$ cat config.mk
export PLATFORM = sky130hd
export DESIGN_NAME = oal_cell
export DESIGN_NICKNAME = d
export VERILOG_FILES = /design/src/sv/oal_pkg.sv /design/src/sv/oal_cell.sv
export SDC_FILE = /design/constraint.sdc
export NUM_CORES = 1
export LEC_CHECK = 0
export ABC_AREA = 1
export BUFFER_PORTS_ARGS = -buffer_cell sky130_fd_sc_hd__buf_4
export CAP_MARGIN = 20
export CELL_PAD_IN_SITES_DETAIL_PLACEMENT = 0
export CELL_PAD_IN_SITES_GLOBAL_PLACEMENT = 1
export CORE_AREA = 3 3 118 120
export CTS_CLUSTER_SIZE = 10
export DETAILED_ROUTE_END_ITERATION = 8
export DIE_AREA = 0 0 121 123
export PLACE_DENSITY_LB_ADDON = 0.1
export SYNTH_ARGS = -nofsm -noshare
export SYNTH_HDL_FRONTEND = slang
export SYNTH_SLANG_ARGS = --single-unit
$ cat constraint.sdc
create_clock -name clk -period 3.02 [get_ports clk]
set_input_delay 0.453 -clock clk [delete_from_list [all_inputs] [get_ports clk]]
set_output_delay 0.453 -clock clk [all_outputs]
set_load 0.1 [all_outputs]
$ cat src/sv/oal_pkg.sv
// ----------------------------------------------------------------------------
// oal_pkg
// shared types and constants of the ordered array list engine
// ----------------------------------------------------------------------------
package oal_pkg;

  localparam int DEPTH_DEF  = 1024;
  localparam int DATA_W_DEF = 32;
  localparam int KIND_W     = 3;
  localparam int POS_W      = 10;
  localparam int CNT_W      = 11;
  localparam int STATUS_W   = 2;
  localparam int CFG_DATA_W = 32;
  localparam int CFG_ADDR_W = 3;

  localparam logic [CNT_W-1:0] CAP_RESET = CNT_W'(1024);

  typedef enum logic [KIND_W-1:0] {
    K_INSERT   = 3'd0,
    K_FIND     = 3'd1,
    K_READ     = 3'd2,
    K_DEL_POS  = 3'd3,
    K_DEL_VAL  = 3'd4,
    K_REPLACE  = 3'd5
  } kind_t;

  typedef enum logic [STATUS_W-1:0] {
    ST_OK        = 2'd0,
    ST_FULL      = 2'd1,
    ST_ILLEGAL   = 2'd2,
    ST_NOT_FOUND = 2'd3
  } status_t;

  // register index, taken from paddr[2]
  typedef enum logic {
    REG_CAPACITY = 1'b0,
    REG_NONE     = 1'b1
  } reg_idx_t;

  typedef struct packed {
    logic              exec;
    logic              legal;
    kind_t             kind;
    logic [POS_W-1:0]  pos;
  } cmd_t;

endpackage

$ cat src/sv/oal_cell.sv
// ----------------------------------------------------------------------------
// oal_cell
// one slot of the list: word, live mark, match and read-select flags
// ----------------------------------------------------------------------------
module oal_cell #(
  parameter int INDEX      = 0,
  parameter int DATA_WIDTH = oal_pkg::DATA_W_DEF,
  parameter int USED_W     = oal_pkg::CNT_W
) (
  input  logic                  clk,
  input  oal_pkg::cmd_t         cmd,
  input  logic [DATA_WIDTH-1:0] value,
  input  logic [DATA_WIDTH-1:0] new_value,
  input  logic [USED_W-1:0]     used,
  input  logic [DATA_WIDTH-1:0] prev_word,
  input  logic                  prev_live,
  output logic [DATA_WIDTH-1:0] word_o,
  output logic                  live_o,
  output logic                  hit_o,
  output logic [DATA_WIDTH-1:0] data_o
);
  import oal_pkg::*;

  localparam int CMP_W = (USED_W > CNT_W) ? USED_W : CNT_W;
  localparam logic [CMP_W-1:0] IDX = CMP_W'(INDEX);

  logic [DATA_WIDTH-1:0] word_r;
  logic                  live_r;
  logic                  hit_r;
  logic                  pick_r;
  logic [CMP_W-1:0]      pos_ext;
  logic [CMP_W-1:0]      used_ext;
  logic                  at_pos;
  logic                  above_pos;
  logic                  in_list;
  logic                  match;
  logic                  pick;

  assign pos_ext   = CMP_W'(cmd.pos);
  assign used_ext  = CMP_W'(used);
  assign at_pos    = (IDX == pos_ext);
  assign above_pos = (IDX > pos_ext);
  assign in_list   = (IDX < used_ext);
  assign match     = live_r && in_list && (word_r == value);
  assign pick      = (pos_ext < used_ext) ? at_pos : ((IDX == '0) && (used_ext != '0));

  always_ff @(posedge clk) begin
    if (cmd.exec) begin
      hit_r  <= match && ((cmd.kind == K_FIND) || (cmd.kind == K_DEL_VAL) ||
                          (cmd.kind == K_REPLACE));
      pick_r <= pick && (cmd.kind == K_READ);
      case (cmd.kind)
        K_INSERT: begin
          if (cmd.legal && at_pos) begin
            word_r <= value;
            live_r <= 1'b1;
          end else if (cmd.legal && above_pos) begin
            word_r <= prev_word;
            live_r <= prev_live;
          end
        end
        K_DEL_POS: begin
          if (cmd.legal && at_pos) live_r <= 1'b0;
        end
        K_DEL_VAL: begin
          if (match) live_r <= 1'b0;
        end
        K_REPLACE: begin
          if (match) word_r <= new_value;
        end
        default: ;
      endcase
    end
  end

  assign word_o = word_r;
  assign live_o = live_r;
  assign hit_o  = hit_r;
  assign data_o = pick_r ? word_r : '0;

endmodule

==> impl_metrics.toml, run 1 <==
[critical_path]
cp-start-kind = "register"
worstPathArrival_ns = 1.78
rr_worst_depth = 8
endpoint_kind = "primary output"
critPathKind = "reg -> out"
worstPathRequired_ns = 2.57
crit_fanout = 19

[timing]
rsz0062_at_grt = "no"
tightest_slew_ns = 0.6371
finalMaxSlewViolations = 0
hold_violations = 0
timing.fmax_ghz = 0.4484
max-slew-margin-rel = 0.5753
fin_crit_ns = 2.230
tns_ns = 0
worst_slack_ns = 0.7897
fin_crit_sh = 0.7385
fin_skew_ns = 0.004106
finalSetupViolCount = 0
finalHoldWorstSlack_ns = 0.3966

[grt]
grt_busiest_layer = "met2"
grt_pass1_vias = 3787
grt_max_degree = 64
grt_pass1_wl_um = 18950
antenna_found_initial = 0
grt-ovfl-total = 0
grt_usage = 0.1619
met2_usage = 0.2675
use_met3 = 0.04117
met1_usage = 0.2141

[logic_synthesis]
ys_seq_area_frac = 0.3159
yosysUniqueCellTypes = 28
syn_nets = 673
ys_warn_count = 0
synth.cell_area_um2 = 3327
synth_cells = 540
synth-seq-cells = 35
synth.avg_cell_area_um2 = 6.161

[floorplanning]
start_util = 0.2543
rows = 42
die_area_um2 = 14880
fp.coreArea_um2 = 13090
io_pins = 190
die_h_um = 123
fp.dieW_um = 121

[clock_network]
numCtsBuffers = 5
cts_tree = "done"
post_cts_resized = 0
clk_pin_slew_ns = 0.05
htreeDepth = 2
cts_sinks = 35
cts_setup_buffers = 0
clk_path_buf_depth = 2
cts-hold-fix-buffers = 0
cts_root_buffer = "clkbuf_16"
insertion_delay_ns = 0.28

[power_and_ir_drop]
vdd.ir_drop.worst_uv = 229.7
p_total_uw = 1883
p_per_area_nw_per_um2 = 372.0
p_leak_uw = 0.002848

[cells_and_area]
nFillCells = 1407
areaGrowthSynthToFinish_pct = 52.16
regArea_um2 = 1051
fin_cells = 902
final_layout_size_suffix_gt1_frac = 0.2879
multi_input_area_um2 = 1767
antennaDiodeCount = 0
nets = 858

[placed_design]
gp_congestion = 0.8041
placedCellCount = 894
post-place-ws_ns = 0.7395
portBuffers = 189
hpwl_um = 10290

[run_status]
status = "finished, final reports clean"

[drt]
vias_per_cell = 4.237
wl_per_cell_um = 13.64
route.vias.total = 3822
drc = 0
drtPass1Iterations = 4
drt_iter0_drc = 301
routed_wirelength_um = 12300
ant_nets = 0

[hold_path]
hold_path.class = "in -> reg"
min_path_cells = 1

[flow_run]
max_cap_violations = 0
[report_power, final]
part / internal [uW] / switching [uW] / total [uW] / leakage (uW)
sequential: 568 / 32.5 / 601 / 0.000325
clock: 300 / 192 / 492 / 0.0000659
combinational: 244 / 546 / 790 / 0.00246
total: 1110 / 771 / 1880 / 0.00285
[layer usage]
metal,share of wire,vias to the layer above
li1,-,2044
met1,0.45,1621
met2,0.45,146
met3,0.084,11
met4,0.017,0
met5,0,-
[layout make-up]
cell class,count,share of cell area
Tap cell,176,0.04350
Multi-Input combinational cell,374,0.3490
Sequential cell,35,0.2076
Timing Repair Buffer,194,0.2877
Clock buffer,6,0.02546
Clock inverter,2,0.001483
Inverter,115,0.08527
[sequential cells by signal (all words and copies together), names as in the netlist]
signal  flops
word_o     32
hit_o       1
live_o      1
pick_r      1
[worst paths after layout]
path | startpoint | to | slack (ns)
setup / recovery | pick_r | data_o[21] | 0.79
hold / removal | cmd[14] | pick_r | 0.40
setup reg to reg | word_o[6] | word_o[20] | 0.88
hold reg to reg | word_o[22] | hit_o | 0.91
[through the flow]
stage	area (um^2)	util
after global routing	5062	0.3869
after detailed placement	4926	0.3765
after floorplan	3338	-
after global placement	4926	0.3765
after CTS	5062	0.3869
final	5062	0.3869
[worst max-delay path, cell delays in order (launching register included)]
cell and delay (ns):
edfxtp_1 0.70, buf_4 0.36, nand2_1 0.08, inv_1 0.06
buf_4 0.28
[cell usage after synthesis (all sizes together)]
master,count,area share
nand2,140,0.16
clkbuf,8,0.0090
buf,8,0.018
a21oi,39,0.060
and2,2,0.0038
nor3b,2,0.0079
a31oi,3,0.0056
nor3,6,0.014
nand4,15,0.028
nor2,97,0.11
a211oi,1,0.0023
o21ai,40,0.060
o211ai,2,0.0045
nand3,8,0.016
edfxtp,35,0.32
inv,115,0.13
xnor2,7,0.018
ha,9,0.034
a21boi,1,0.0023
or2,2,0.0038
[placed cells by master (no fill, tap or decap), drive strengths merged]
cell type,instances
buf,194
nand2,140
inv,115
nor2,97
o21ai,40
a21oi,39
edfxtp,35
nand4,15
ha,9
nand3,8
xnor2,7
clkbuf,6
nor3,6
a31oi,3
o211ai,2
or2,2
and2,2
clkinv,2
nor3b,2
a21boi,1
a211oi,1
[cell families after synthesis]
kind of cell             count (synthesis)  share of synthesized area
adder cells (fa/ha/maj)                  9                    0.03385
XOR/XNOR                                 7                    0.01843
buffers and inverters                  131                     0.1564
AO/OA/AOI/OAI                           86                     0.1346
flip-flops                              35                     0.3159
AND/OR/NAND/NOR                        272                     0.3407
Power figures use the tool's default switching activity.
==> run 2, diff against run 1 <==
==> constraint.sdc (replaced) <==
create_clock -name clk -period 2 [get_ports clk]
set_input_delay 0.3 -clock clk [delete_from_list [all_inputs] [get_ports clk]]
set_output_delay 0.3 -clock clk [all_outputs]
set_load 0.1 [all_outputs]
==> run 2 against run 1 <==
Effect of this change: cell area up 5.4%; sequential power up 48%; via count up 3.5%; power up 56%; non-clock buffer count up 24; die area unchanged; cell count up 2.7%; global-route usage up 0.36 points; clock skew up 0.0024 ns; sequential share of layout area down 1.1 points; first-iteration DRC count down 27%; clock power up 59%.
==> impl_metrics.toml, run 2 (synthesis results as in run 1) <==
[clock_network]
insertion_delay_ns = 0.28
numCtsBuffers = 5
cts_root_buffer = "clkbuf_16"
clk_path_buf_depth = 2
cts-hold-fix-buffers = 0
cts_sinks = 35
clk_pin_slew_ns = 0.06
htreeDepth = 2
cts_tree = "done"

[cells_and_area]
final_cell_mix = "215 x buf_4, 136 x nand2_1, 108 x inv_1, 95 x nor2_1, 37 x a21oi_1"
fin_cells = 926
antennaDiodeCount = 0
final_layout_size_suffix_gt1_frac = 0.3307
largest_register_ffs = 32
nets = 882
final_common_cell = "buf_4"
areaGrowthSynthToFinish_pct = 60.32
nFillCells = 1432

[floorplanning]
die_area_um2 = 14880
die_h_um = 123
io_pins = 190
rows = 42
fp.coreArea_um2 = 13090
fp.dieW_um = 121
start_util = 0.2543

[power_and_ir_drop]
p_seq_frac = 0.304
p_clk_frac = 0.266
p_int_uw = 1725
p_total_uw = 2937
p_leak_uw = 0.002956
switchingPower_uw = 1212
switching_share = 0.4126
p_per_area_nw_per_um2 = 550.7
p_comb_frac = 0.430
vdd.ir_drop.worst_uv = 260.0

[drt]
routed_wirelength_um = 12850
wl_per_cell_um = 13.88
drt_iter0_drc = 219
drc = 0
vias_per_cell = 4.273
route.vias.total = 3957
ant_nets = 0
drtPass1Iterations = 4

[timing]
finalSetupViolCount = 0
tns_ns = 0
fin_skew_ns = 0.006468
tightest_slew_ns = 0.6519
finalMaxSlewViolations = 0
fin_crit_sh = 0.9656
rsz0062_at_grt = "yes"
max-slew-margin-rel = 0.5654
timing.fmax_ghz = 0.5178
hold_violations = 0
fin_crit_ns = 1.931

[critical_path]
endpoint_kind = "register"
worstPathArrival_ns = 1.92
cp-start-kind = "register"
cp-endpoint = "word_o[15]"
critPathKind = "reg -> reg"
r2r_end = "word_o[15]"
rr_worst_depth = 8
r2r-start = "word_o[26]"
cp-startpoint = "word_o[26]"
reg2reg_slack_ns = 0.07
worstPathRequired_ns = 1.99
crit_fanout = 18

[grt]
grt_pass1_wl_um = 19530
grt_pass1_vias = 3832
antenna_found_initial = 0
grt_usage = 0.1655
grt_max_degree = 64
grt-ovfl-total = 0

[hold_path]
hold_start = "cmd[14]"
hold_path.class = "in -> reg"

[placed_design]
hpwl_um = 10660
gp_congestion = 0.8406
placedCellCount = 905
portBuffers = 189

[run_status]
status = "finished, final reports clean"

[flow_run]
max_cap_violations = 0
-- run 2: power by group through the flow --
stage               combinational (uW)  clock [uW]  sequential (uW)
floorplan                          557           0             1160
global placement                  1240           0              909
detailed placement                1240           0              910
CTS                               1250         810              895
global route                      1360         833              898
finish                            1260         782              892
-- run 2: what timing repair did --
action | CTS | global route
endpoints found under the setup margin | 0 | 32
resized for setup | 0 | 9
buffers inserted | 0 | 12
-- run 2: worst min-delay path by stage --
stage | endpoint | slack, ns | depth (start not counted)
final | hit_o | 0.24 | 1
after global routing | pick_r | 0.24 | 1
after CTS | pick_r | 0.24 | 1
after detailed placement | hit_o | 0.53 | 1
after global placement | hit_o | 0.53 | 1
after floorplan | hit_o | 0.41 | 0
-- run 2: layout make-up --
cell class	instances	area, um^2	share of cell area
multi-input cells	374	1799	0.3373
well taps	176	220.2	0.04129
flip-flops and latches	35	1051	0.1970
clock inverters	1	5.005	0.0009383
inverters	115	446.7	0.08374
repair buffers	218	1679	0.3148
clock buffers	7	132.6	0.02487
-- run 2: worst max-delay path: stages (launching register included) --
cell and delay, ns:
edfxtp_1 0.45, nand2_2 0.14, nand2_1 0.06, nor2_1 0.12, nand3_1 0.10, nor2_2 0.13
nand3_2 0.13, a21oi_4 0.28, buf_12 0.21
-- run 2: per-layer routing --
layer | vias up | global-route usage | routed length (um)
met4 | 0 | 0.02975 | 85
met3 | 5 | 0.03614 | 1010
met5 | - | 0 | 0
met1 | 1725 | 0.2218 | 5778
met2 | 129 | 0.2779 | 5979
li1 | 2098 | - | -
-- run 2: through the flow --
| step | util | setup slack (ns) | hold WS, ns | cell area (um^2) |
|---|---|---|---|---|
| 2_1_floorplan | - | -0.6675 | 0.4125 | 3358 |
| 3_3_place_gp | 0.3862 | 0.06533 | 0.5332 | 5054 |
| 3_5_place_dp | 0.3862 | -0.01118 | 0.5335 | 5054 |
| 4_1_cts | 0.3967 | 0.05289 | 0.2395 | 5191 |
| 5_1_grt | 0.4076 | -0.04262 | 0.2391 | 5334 |
| 6_report | 0.4076 | 0.06870 | 0.2427 | 5334 |
==> run 3, diff against run 2 <==
==> config.mk (replaced) <==
export PLATFORM = sky130hd
export DESIGN_NAME = oal_cell
export DESIGN_NICKNAME = d
export VERILOG_FILES = /design/src/sv/oal_pkg.sv /design/src/sv/oal_cell.sv
export SDC_FILE = /design/constraint.sdc
export NUM_CORES = 1
export LEC_CHECK = 0
export ABC_AREA = 1
export BUFFER_PORTS_ARGS = -buffer_cell sky130_fd_sc_hd__buf_2
export CAP_MARGIN = 20
export CORE_AREA = 3 3 95 97
export CTS_CLUSTER_SIZE = 10
export DETAILED_ROUTE_END_ITERATION = 8
export DIE_AREA = 0 0 98 100
export PLACE_DENSITY = 0.76
export SYNTH_ARGS = -nofsm -noshare
export SYNTH_HDL_FRONTEND = slang
export SYNTH_SLANG_ARGS = --single-unit
==> run 3 against run 2 <==
Effect of this change: sequential share of layout area increased by 0.72 points; sequential power about the same; non-clock buffer count decreased by 7; critical endpoint is now word_o[2]; largest power group unchanged.
==> impl_metrics.toml, run 3 (synthesis results as in run 1) <==
[timing]
timing.fmax_ghz = 0.5232
worst_slack_ns = 0.08882
fin_skew_ns = 0.01061
tightest_slew_ns = 0.6378
fin_crit_ns = 1.911
tns_ns = 0
finalSetupViolCount = 0
max-slew-margin-rel = 0.5748
fin_crit_sh = 0.9556
finalMaxSlewViolations = 0
hold_violations = 0

[floorplanning]
die_area_um2 = 9800
fp.coreArea_um2 = 8217
fp.dieW_um = 98
start_util = 0.4049
io_pins = 190
die_h_um = 100
rows = 33

[grt]
grt_max_degree = 64
grt_usage = 0.2287
antenna_found_initial = 1
grt_pass1_vias = 4093
grt_pass1_wl_um = 18420
grt-ovfl-total = 0

[power_and_ir_drop]
p_comb_frac = 0.479
switching_share = 0.4414
p_leak_uw = 0.002880
switchingPower_uw = 1180
vdd.ir_drop.worst_uv = 282.6
p_total_uw = 2673
p_int_uw = 1493
p_per_area_nw_per_um2 = 519.4
p_seq_frac = 0.334
p_clk_frac = 0.187

[cells_and_area]
final_common_cell = "buf_2"
final_cell_mix = "157 x buf_2, 140 x nand2_1, 109 x inv_1, 96 x nor2_1, 37 x a21oi_1"
areaGrowthSynthToFinish_pct = 54.68
nets = 875
nFillCells = 746
largest_register_ffs = 32
final_layout_size_suffix_gt1_frac = 0.3154
fin_util = 0.6263

[hold_path]
min_path_cells = 1
hold_path.class = "in -> reg"

[clock_network]
numCtsBuffers = 5
htreeDepth = 2
clk_pin_slew_ns = 0.08
clk_path_buf_depth = 2
cts_sinks = 35
cts_tree = "done"
cts_root_buffer = "clkbuf_8"
insertion_delay_ns = 0.29

[placed_design]
portBuffers = 189
gp_congestion = 0.9530
hpwl_um = 9684
post-place-ws_ns = 0.07781

[run_status]
status = "finished, final reports clean"

[drt]
wl_per_cell_um = 14.23
drc = 0
drt_iter0_drc = 292
drtPass1Iterations = 5
route.vias.total = 4193
routed_wirelength_um = 12060
vias_per_cell = 4.945
ant_nets = 0

[critical_path]
critPathKind = "reg -> reg"
worstPathRequired_ns = 2.01
endpoint_kind = "register"
rr_worst_depth = 9
worstPathArrival_ns = 1.92
crit_fanout = 8
cp-start-kind = "register"

[flow_run]
max_cap_violations = 0
run 3: changes by cell type in the layout (fill, tap and decap cells not counted), sizes merged:
cell	before	now
buf	217	209
clkbuf	8	7
clkinv	1	2
diode	0	1
run 3: metrics by stage:
stage	std cells	hold slack [ns]	cell area (um^2)
final	848	0.2571	5146
after global routing	848	0.2448	5146
after CTS	836	0.2500	5000
after detailed placement	829	0.5447	4922
after global placement	829	0.5380	4922
after floorplan	540	0.4125	3358
run 3: what timing repair did:
item                                    in CTS  in global routing
hold buffers                                 0                  0
buffers inserted                             0                  8
endpoints found under the setup margin       0                 32
resized for setup                            0                  2
run 3: area by class of cell:
cell class                      count  area, um^2  area share
Antenna cell                        1       2.502   0.0004863
Clock buffer                        5       68.82     0.01337
Clock inverter                      2       8.758    0.001702
Inverter                          115       446.7     0.08680
Multi-Input combinational cell    374        1782      0.3462
Sequential cell                    35        1051      0.2042
Tap cell                          105       131.4     0.02553
Timing Repair Buffer              211        1655      0.3217
run 3: critical path: stages, from the launching register on:
cell	delay [ns]
edfxtp_1	0.44
xnor2_2	0.22
nand2_1	0.08
nor2_1	0.11
nand2_1	0.06
nor2_1	0.11
nand3_2	0.14
a21oi_4	0.17
buf_12	0.15
clkbuf_16	0.15
run 3: path summary, 6_finish.rpt:
check	slack [ns]	to	start
max reg2reg	0.09	word_o[2]	word_o[6]
min	0.26	hit_o	cmd[14]
max	0.09	word_o[2]	word_o[6]
min reg2reg	0.88	hit_o	word_o[22]
run 3: power by group through the flow:
stage	registers (uW)	logic (uW)	clock network [uW]
detailed placement	911	1240	0
global placement	907	1230	0
global route	897	1360	528
floorplan	1160	557	0
finish	892	1280	500
CTS	894	1250	505
run 3: metal layers:
| metal | vias up | routed length (um) | share of wire | global-route usage |
|---|---|---|---|---|
| li1 | 2087 | - | - | - |
| met1 | 1860 | 4787 | 0.40 | 0.2757 |
| met2 | 212 | 5960 | 0.49 | 0.4157 |
| met3 | 34 | 885 | 0.073 | 0.03127 |
| met4 | 0 | 430 | 0.036 | 0.08307 |
| met5 | - | 0 | 0 | 0 |
